### config.mk
export PLATFORM = sky130hd
export DESIGN_NAME = swts_ctrl
export DESIGN_NICKNAME = d
export VERILOG_FILES = /design/src/design/swts_pkg.sv /design/src/design/swts_ctrl.sv
export SDC_FILE = /design/constraint.sdc
export NUM_CORES = 1
export LEC_CHECK = 0
export ABC_CLOCK_PERIOD_IN_PS = 1410
export BUFFER_PORTS_ARGS = -buffer_cell sky130_fd_sc_hd__buf_2
export CAP_MARGIN = 25
export CORE_AREA = 2 2 39 41
export CTS_BUF_LIST = sky130_fd_sc_hd__clkbuf_4
export DETAILED_ROUTE_END_ITERATION = 10
export DIE_AREA = 0 0 41 43
export PLACE_DENSITY_LB_ADDON = 0.1
export SKIP_LAST_GASP = 1
export SLEW_MARGIN = 20
export SYNTH_ARGS = -nofsm -noshare
export SYNTH_HDL_FRONTEND = slang
export SYNTH_SLANG_ARGS = --single-unit
### constraint.sdc
create_clock -name aclk -period 1.41 [get_ports aclk]
set_input_delay 0.141 -clock aclk [delete_from_list [all_inputs] [get_ports aclk]]
set_output_delay 0.141 -clock aclk [all_outputs]
set_load 0.02 [all_outputs]
### src/design/swts_pkg.sv
package swts_pkg;

    // Default array geometry and frame counter range
    localparam int unsigned WINDOW_FRAMES_DEF       = 100;
    localparam int unsigned MAX_TICKS_PER_FRAME_DEF = 20;
    localparam int unsigned FRAME_MODULUS_DEF       = 1024;

    // Fixed field widths
    localparam int unsigned FRAME_W  = 10;
    localparam int unsigned TICK_W   = 5;
    localparam int unsigned AMOUNT_W = 32;
    localparam int unsigned SUM_W    = 48;
    localparam int unsigned CFG_W    = 5;
    localparam int unsigned STATUS_W = 2;
    localparam int unsigned S_DATA_W = 48;
    localparam int unsigned TPF_W    = 6;

    localparam int unsigned TPF_RESET = 10;

    // Result status codes
    localparam logic [STATUS_W-1:0] ST_TICK_REPORTED = 2'd0;
    localparam logic [STATUS_W-1:0] ST_DATA_ADDED    = 2'd1;
    localparam logic [STATUS_W-1:0] ST_DATA_DROPPED  = 2'd2;
    localparam logic [STATUS_W-1:0] ST_TICK_REJECTED = 2'd3;

    typedef struct packed {
        logic latch_in;
        logic clear_step;
        logic load_result;
        logic rd_cur;
        logic rd_next;
        logic data_wr;
        logic step_wr;
    } swts_cmd_t;

    typedef struct packed {
        logic clear_done;
        logic is_data;
        logic pos_match;
        logic tick_valid;
        logic out_free;
    } swts_sts_t;

    // Clamp ticks per frame into 1..max_tpf
    function automatic logic [TPF_W-1:0] sat_tpf(input logic [CFG_W-1:0] v,
                                                 input int unsigned max_tpf);
        logic [TPF_W-1:0] r;
        r = {1'b0, v};
        if (r == '0) begin
            r = TPF_W'(1);
        end else if (int'(r) > int'(max_tpf)) begin
            r = TPF_W'(max_tpf);
        end
        return r;
    endfunction

endpackage

### src/design/swts_ctrl.sv
module swts_ctrl (
    input  logic                aclk,
    input  logic                aresetn,
    input  logic                s_tvalid,
    input  logic                cfg_wr_en,
    input  swts_pkg::swts_sts_t sts,
    output swts_pkg::swts_cmd_t cmd,
    output logic                s_tready
);
    import swts_pkg::*;

    localparam logic [2:0] S_CLEAR   = 3'd0;
    localparam logic [2:0] S_IDLE    = 3'd1;
    localparam logic [2:0] S_EVAL    = 3'd2;
    localparam logic [2:0] S_DATA_WR = 3'd3;
    localparam logic [2:0] S_STEP_RD = 3'd4;
    localparam logic [2:0] S_STEP_WR = 3'd5;

    logic [2:0] state_reg;
    logic [2:0] state_next;

    always_ff @(posedge aclk) begin
        if (!aresetn) begin
            state_reg <= S_CLEAR;
        end else begin
            state_reg <= state_next;
        end
    end

    always_comb begin
        cmd        = '0;
        state_next = state_reg;
        s_tready   = 1'b0;
        unique case (state_reg)
            S_CLEAR: begin
                cmd.clear_step = 1'b1;
                if (sts.clear_done) begin
                    state_next = S_IDLE;
                end
            end
            S_IDLE: begin
                s_tready     = 1'b1;
                cmd.latch_in = s_tvalid;
                if (s_tvalid) begin
                    state_next = S_EVAL;
                end
            end
            S_EVAL: begin
                // hold until the result register can take the word
                if (sts.out_free) begin
                    cmd.load_result = 1'b1;
                    if (sts.is_data && sts.pos_match) begin
                        cmd.rd_cur = 1'b1;
                        state_next = S_DATA_WR;
                    end else if (!sts.is_data && sts.tick_valid) begin
                        state_next = S_STEP_RD;
                    end else begin
                        state_next = S_IDLE;
                    end
                end
            end
            S_DATA_WR: begin
                cmd.data_wr = 1'b1;
                state_next  = S_IDLE;
            end
            S_STEP_RD: begin
                if (sts.pos_match) begin
                    state_next = S_IDLE;
                end else begin
                    cmd.rd_next = 1'b1;
                    state_next  = S_STEP_WR;
                end
            end
            S_STEP_WR: begin
                cmd.step_wr = 1'b1;
                state_next  = S_STEP_RD;
            end
            default: begin
                state_next = S_CLEAR;
            end
        endcase
        // a register write restarts the window
        if (cfg_wr_en) begin
            state_next = S_CLEAR;
        end
    end

endmodule

# Word level (Yosys, flattened, before mapping)
# Cells that the tools add are included.
[op_classes]
mux = 17
reduce_logical = 6
eq_ne = 8
bitwise = 1
[op_table]
columns = ["op", "n"]
rows = [
  ["$mux 3", 6],
  ["$pmux 3 s6", 1],
  ["$mux 1", 8],
  ["$eq 3x2->1 const B", 2],
  ["$eq 3x3->1 const B", 2],
  ["$ne 2x2->1 const B", 3],
  ["$mux 2", 2],
  ["$eq 3x1->1 const B", 1],
  ["$logic_not 3->1", 1],
  ["$reduce_and 3->1", 1],
  ["$logic_and 1x1->1", 2],
  ["$reduce_or 2->1", 1],
  ["$logic_not 1->1", 1],
  ["$not 1->1", 1],
]
[word_totals]
input_bits = 9
wordCells = 33
ff_bits = 3

# Logic depth before layout (Yosys ltp)
# Gate-level depths: netlist of run 1.
[logic_depth]
word_depth = 6
mapped_depth = 4

# Least setup slack after synthesis of run 1
# OpenSTA, ideal clock, no wires.
[synth_path]
path_type = "reg-to-output"
startpoint = "reg state_reg[1]"
endpoint = "out cmd[3] (netlist name)"
path_stages_with_launch = 5
path_slack_ps = 18
required_time_ps = 1269
arrival_ps = 1251
n_path_buf = 1
cell_sequence = "dfxtp_1 > buf_4 > nor3b_1 > and2_1 > and3_1"
[synth_rtl]
columns = ["item", "line", "source"]
rows = [
  ["from (decl)", "swts_ctrl.sv:19", "logic [2:0] state_reg;"],
  ["from (signal assigned)", "swts_ctrl.sv:26", "state_reg <= state_next;"],
  ["to (decl)", "swts_ctrl.sv:7", "output swts_pkg::swts_cmd_t cmd,"],
]

==> results of run 1 <==
-- final timing paths --
check / start / endpoint / cells after the start
worst min register to register: state_reg[2] / state_reg[1] / 1
worst max register to register: state_reg[0] / state_reg[1] / 5
worst max-delay path: state_reg[0] / cmd[3] / 4
worst min-delay path: sts[1] / state_reg[2] / 3
-- metrics by stage --
| stage | TNS, ns | util (%) | power [W] | hold slack, ns | setup WS, ns |
|---|---|---|---|---|---|
| global placement | 0 | 27.9 | 0.000152 | 0.456 | 0.117 |
| finish | 0 | 35.6 | 0.000329 | 0.195 | 0.0333 |
| detailed placement | 0 | 27.9 | 0.000153 | 0.442 | 0.00964 |
| CTS | 0 | 31.8 | 0.000328 | 0.191 | 0.000557 |
| floorplan | 0 | - | 0.000132 | 0.309 | 0.0176 |
| global route | -0.100 | 35.6 | 0.000353 | 0.209 | -0.0461 |
-- synthesized netlist by cell type (2+ instances only) --
library cell / instances
buf_4: 2
nor3b_1: 2
o41ai_2: 2
o21a_1: 2
nand2b_1: 3
nand3b_1: 2
and2_1: 3
dfxtp_1: 3
nor2_1: 2
-- report_power, final --
group	internal (W)	leakage (nW)	total, W	switching (W)
registers	0.0000876	0.0261	0.0000930	0.00000546
clock network	0.000125	0.0184	0.000166	0.0000414
logic	0.0000357	0.191	0.0000691	0.0000334
-- routing by layer --
layer	wire [µm]	vias to the layer above	track usage [%]
li1	-	175	-
met1	351	143	14.1
met2	381	13	13.4
met3	64	0	6.28
met4	0	0	2.00
met5	0	-	0
-- layout make-up --
class | count | area, µm²
clock buffers | 4 | 30.0
fillers | 155 | 891
multi-input cells | 28 | 230
well taps | 16 | 20.0
flip-flops and latches | 3 | 66.3
repair buffers | 24 | 146
-- cells by family (layout without fill, tap and decap cells) --
logic type | count (synthesis) | count (layout) | share of synthesized area, %
AO/OA/AOI/OAI | 7 | 7 | 24.0
buffers and inverters | 3 | 28 | 8.82
flip-flops | 3 | 3 | 20.2
multiplexers | 1 | 1 | 3.36
AND/OR/NAND/NOR | 20 | 20 | 43.7
-- critical path, delay by kind of cell (launching register included) --
kind	cells	cell delay, ns
AND/OR/NAND/NOR	3	0.52
flip-flops	1	0.36
buffers and inverters	1	0.11
-- cells in the final DEF, fill, tap and decap left out, types with 2 or more instances in the layout --
cell | Yosys | routed
nand3b_1 | 2 | 2
o21a_1 | 2 | 2
clkbuf_4 | 0 | 4
buf_4 | 2 | 8
nor2_1 | 2 | 2
dfxtp_2 | 0 | 2
buf_2 | 0 | 15
o41ai_2 | 2 | 2
and2_1 | 3 | 2
nand2b_1 | 3 | 3
-- what timing repair did --
item	4_1_cts	5_1_grt
gates resized for setup	4	6
setup buffers	2	4
setup endpoints to repair	4	3
pin swaps	1	3
==> run metrics, run 1 <==
global route overflow=0; register-to-register setup slack=0.11 ns; port bufs=16; dpl hpwl=641 µm; area fraction of the dominant cell type after synthesis=20.2%; period utilization=97.6%; Cell variety after synth=22; fin area=slightly below 500 µm²; number of global-route vias before repair=approximately 300; asr flop ratio synth=0%; die height=roughly 43 µm; Initial Util=21.5%; largest area contributor in the netlist=dfxtp_1; crit path DAT=1.24 ns; Non-Filler Instances=75; initial antenna violation count=0; global-route wire length before repair=around 1200 µm; Pwr per Cell Area=about 670 nW/µm²; ranking of synthesized cells by area=dfxtp_1 20%, o41ai_2 11%, and2_1 6.3%; Reg clk slew, reported paths=0.04 ns; area of the mapped netlist=298 µm²; worst-path fanout max=8; Slowest cell on crit path=dfxtp_4; Die W=41 µm; final worst path period need=1.38 ns; Final nets=69; layout cell share with drive strength beyond 1=61.0%; Max Clock Freq=726 MHz; core area=1380 µm²; First DRT Iteration DRCs=5; leakage=0.236 nW; final setup violation count=0; GRT Total Usage=10.2%; clock buffer depth=2; CP Class=register to output port; post-synthesis sequential area ratio=20.2%; Largest register FFs=3; RSZ-0062 raised after global routing=yes; Post-synth EDFFs=0; status=completed; max cap viols=0; crit-path max cell delay=0.36 ns; synth warn=0; slew of the pin with the lowest slew margin=0.234 ns; Post-Syn Nets=43; CTS buffer count=3; Rel. slew slack=84.1%; Die ar.=approximately 1800 µm²; H-tree depth=1; Post-Route WL=798 µm; Cells after Synth=34; DRT Pass-1 Iters=2; DP Cell Count=65; min-delay worst type=input pin to register; Fin. Hold Viols=0; Clock Latency Late Sink=about 0.23 ns; CP startpoint kind=register; largest net degree at the start of global routing=11; root buffer cell=clkbuf_4; Synth Register Bits=3; Placed Area=387 µm²; area grow syn2layout=65.5%; antenna cells=0; vias post-DR=331; clk_skew=0.00276 ns; CTS tree=yes; Top FF cell, synth=dfxtp_1; Max Slew Vio Count=0; cells along the critical path=nor3b_4, and2_4, and3_4, buf_6; Detail Route Antenna Nets=0; Post-route DRC=0; global placer's final weighted congestion=0.815; WP data required=~1.3 ns; Mean Syn Cell Area=between 8 and 9 µm²; I/O pin cnt=17; maximum vdd ir drop=445 µV; Std-Cell Rows=14; CTS Hold Buffers Added=0; clock sink count=3; Worst Setup End Kind=output port; routed length per placed instance=10.6 µm; Vias/cell=4.41
Note: power is estimated with default switching activity, not from simulation.
==> run 2: changes to the inputs <==
Settings changed: CORE_AREA 2 2 39 41 to 3 3 40 42, DIE_AREA 0 0 41 43 to 0 0 43 45.
==> run metrics, run 2 (same netlist as run 1, synthesis figures left out) <==
status=completed; CP startpoint kind=register; leakage=0.221 nW (-6.2%); most frequent cells in the layout=14 x buf_2, 6 x buf_4, 4 x clkbuf_4; Clock Latency Late Sink=0.24 ns (about the same); First DRT Iteration DRCs=3 (-2); period utilization=99.8% (+2.2 points); vias post-DR=353 (+6.6%); WP data required=1.27 ns (about the same); fill cell count=141 (-9.0%); Rel. slew slack=85.5% (+1.3 points); global-route wire length before repair=1550 µm (+25%); fin area=483 µm² (-2.0%); number of global-route vias before repair=355 (+19%); DP Cell Count=64 (-1.5%); Max Slew Vio Count=0 (unchanged); H-tree depth=1 (unchanged); Final nets=66 (-4.3%); initial antenna violation count=0 (unchanged); worst hold stages=3 (unchanged); largest net degree at the start of global routing=11 (unchanged); RSZ-0062 raised after global routing=yes; Vias/cell=4.97 (+13%); die height=45 µm (+4.7%); Worst Setup End Kind=output port; worst-case reg-to-reg path depth=4 (-1); min-delay worst type=input pin to register; register-to-register setup slack=0.13 ns (+0.02 ns); switch share=26.8% (+2.3 points); Die W=43 µm (+4.9%); Register Area=71.3 µm² (+7.5%); GRT Total Usage=10.9% (+0.67 points); global route hottest layer=met2; final setup violation count=0 (unchanged); P_int=0.000242 W (-2.4%); Pwr per Cell Area=685 nW/µm² (+2.9%); global placer's final weighted congestion=0.813 (-0.28%); clock sink count=3 (unchanged); area grow syn2layout=62.2%; most common cell after layout, fill and taps aside=buf_2; root buffer cell=clkbuf_4; met1 Track Usage GR=11.5% (-2.6 points); clock share of power=52.4% (+1.8 points); Reg2Reg Capture Point=state_reg[1]; dpl hpwl=655 µm (+2.2%); CP Class=register to output port; area of the multi-input gates=236 µm² (+2.7%); Comb power frac=20.6% (-0.4 points); Reg clk slew, reported paths=0.04 ns (about the same); share of power burned in registers=27.0% (-1.3 points); layout cell share with drive strength beyond 1=60.7% (-0.30 points); Initial Util=23.2% (+1.7 points); CTS Hold Buffers Added=0 (unchanged); hold endpoint=state_reg[2]; met3 Usage GRT=2.79% (-3.5 points); met2 Resource Use GR=19.2% (+5.7 points); Post-route DRC=0 (unchanged); Setup WS pre-CTS=0.0449 ns (+0.0352 ns); antenna cells=0 (unchanged); Die ar.=1940 µm² (+9.8%); Detail Route Antenna Nets=0 (unchanged); final core area utilization=37.6% (+2.0 points); NetSw=0.0000887 W (+10%); Max Clock Freq=710 MHz (-2.2%); Post-Route WL=880 µm (+10%); crit path DAT=1.27 ns (+0.03 ns); global route overflow=0 (unchanged); final worst path period need=1.41 ns (+0.0309 ns); worst-path fanout max=8 (unchanged); core area=1280 µm² (-7.1%); I/O pin cnt=17 (unchanged); Largest register FFs=3 (unchanged); clk_skew=0.00510 ns (+0.00235 ns); Std-Cell Rows=13 (-1); CTS buffer count=3 (unchanged); port bufs=16 (unchanged); DRT Pass-1 Iters=2 (unchanged); maximum vdd ir drop=201 µV (-55%); Fin. Hold Viols=0 (unchanged); max cap viols=0 (unchanged); Final WS setup=0.00238 ns (-0.0309 ns); CTS tree=yes; Non-Filler Instances=71 (-5.3%); slew of the pin with the lowest slew margin=0.216 ns (-0.0187 ns); routed length per placed instance=12.4 µm (+16%); R2R Path Start=state_reg[0]; worst hold start=sts[1]; clock buffer depth=2 (unchanged); Placed Area=385 µm² (-0.32%)
[run 2: changes by cell type in the layout (fill, tap and decap cells not counted), sizes merged]
cell	previous run	this run
buf	24	21
[run 2: worst max-delay path, stage by stage, from the launching register on]
cell and delay, ns:
dfxtp_4 0.36, nor3b_4 0.22, and2_4 0.17, and3_4 0.17, buf_6 0.11
[run 2: repair_timing]
item,CTS,global route
resized for setup,7,7
setup endpoints to repair,4,2
pin swaps,1,3
setup buffers,1,2
[run 2: area by class of cell]
type / instances / area share [%]
clock buffer: 4 / 6.22
timing repair buffer: 21 / 26.2
sequential: 3 / 14.8
multi-input combinational: 28 / 49.0
tap: 15 / 3.89
[run 2: worst max path at each step]
| stage | startpoint | endpoint |
|---|---|---|
| detailed placement | state_reg[0] | cmd[3] |
| global route | state_reg[0] | cmd[3] |
| CTS | state_reg[1] | cmd[3] |
| finish | state_reg[0] | cmd[3] |
| global placement | state_reg[0] | state_reg[1] |
| floorplan | state_reg[1] | cmd[3] |
[run 2: power groups by stage]
stage | clock [W] | combinational [W] | sequential, W
2_1_floorplan | 0 | 0.0000423 | 0.0000899
3_3_place_gp | 0 | 0.0000583 | 0.0000950
3_5_place_dp | 0 | 0.0000585 | 0.0000954
4_1_cts | 0.000176 | 0.0000602 | 0.0000946
5_1_grt | 0.000194 | 0.0000744 | 0.0000899
6_report | 0.000173 | 0.0000683 | 0.0000893
[run 2: per-layer routing]
metal / vias to the layer above / share of wire [%]
met5: - / 0
met4: 0 / 2.3
met3: 3 / 5.7
met2: 14 / 50
met1: 164 / 42
li1: 172 / -
[run 2: stage by stage]
stage	hold WS [ns]	setup TNS [ns]	power [W]
2_1_floorplan	0.309	0	0.000132
3_3_place_gp	0.457	0	0.000153
3_5_place_dp	0.459	0	0.000154
4_1_cts	0.211	0	0.000331
5_1_grt	0.211	-0.0551	0.000358
6_report	0.206	0	0.000331
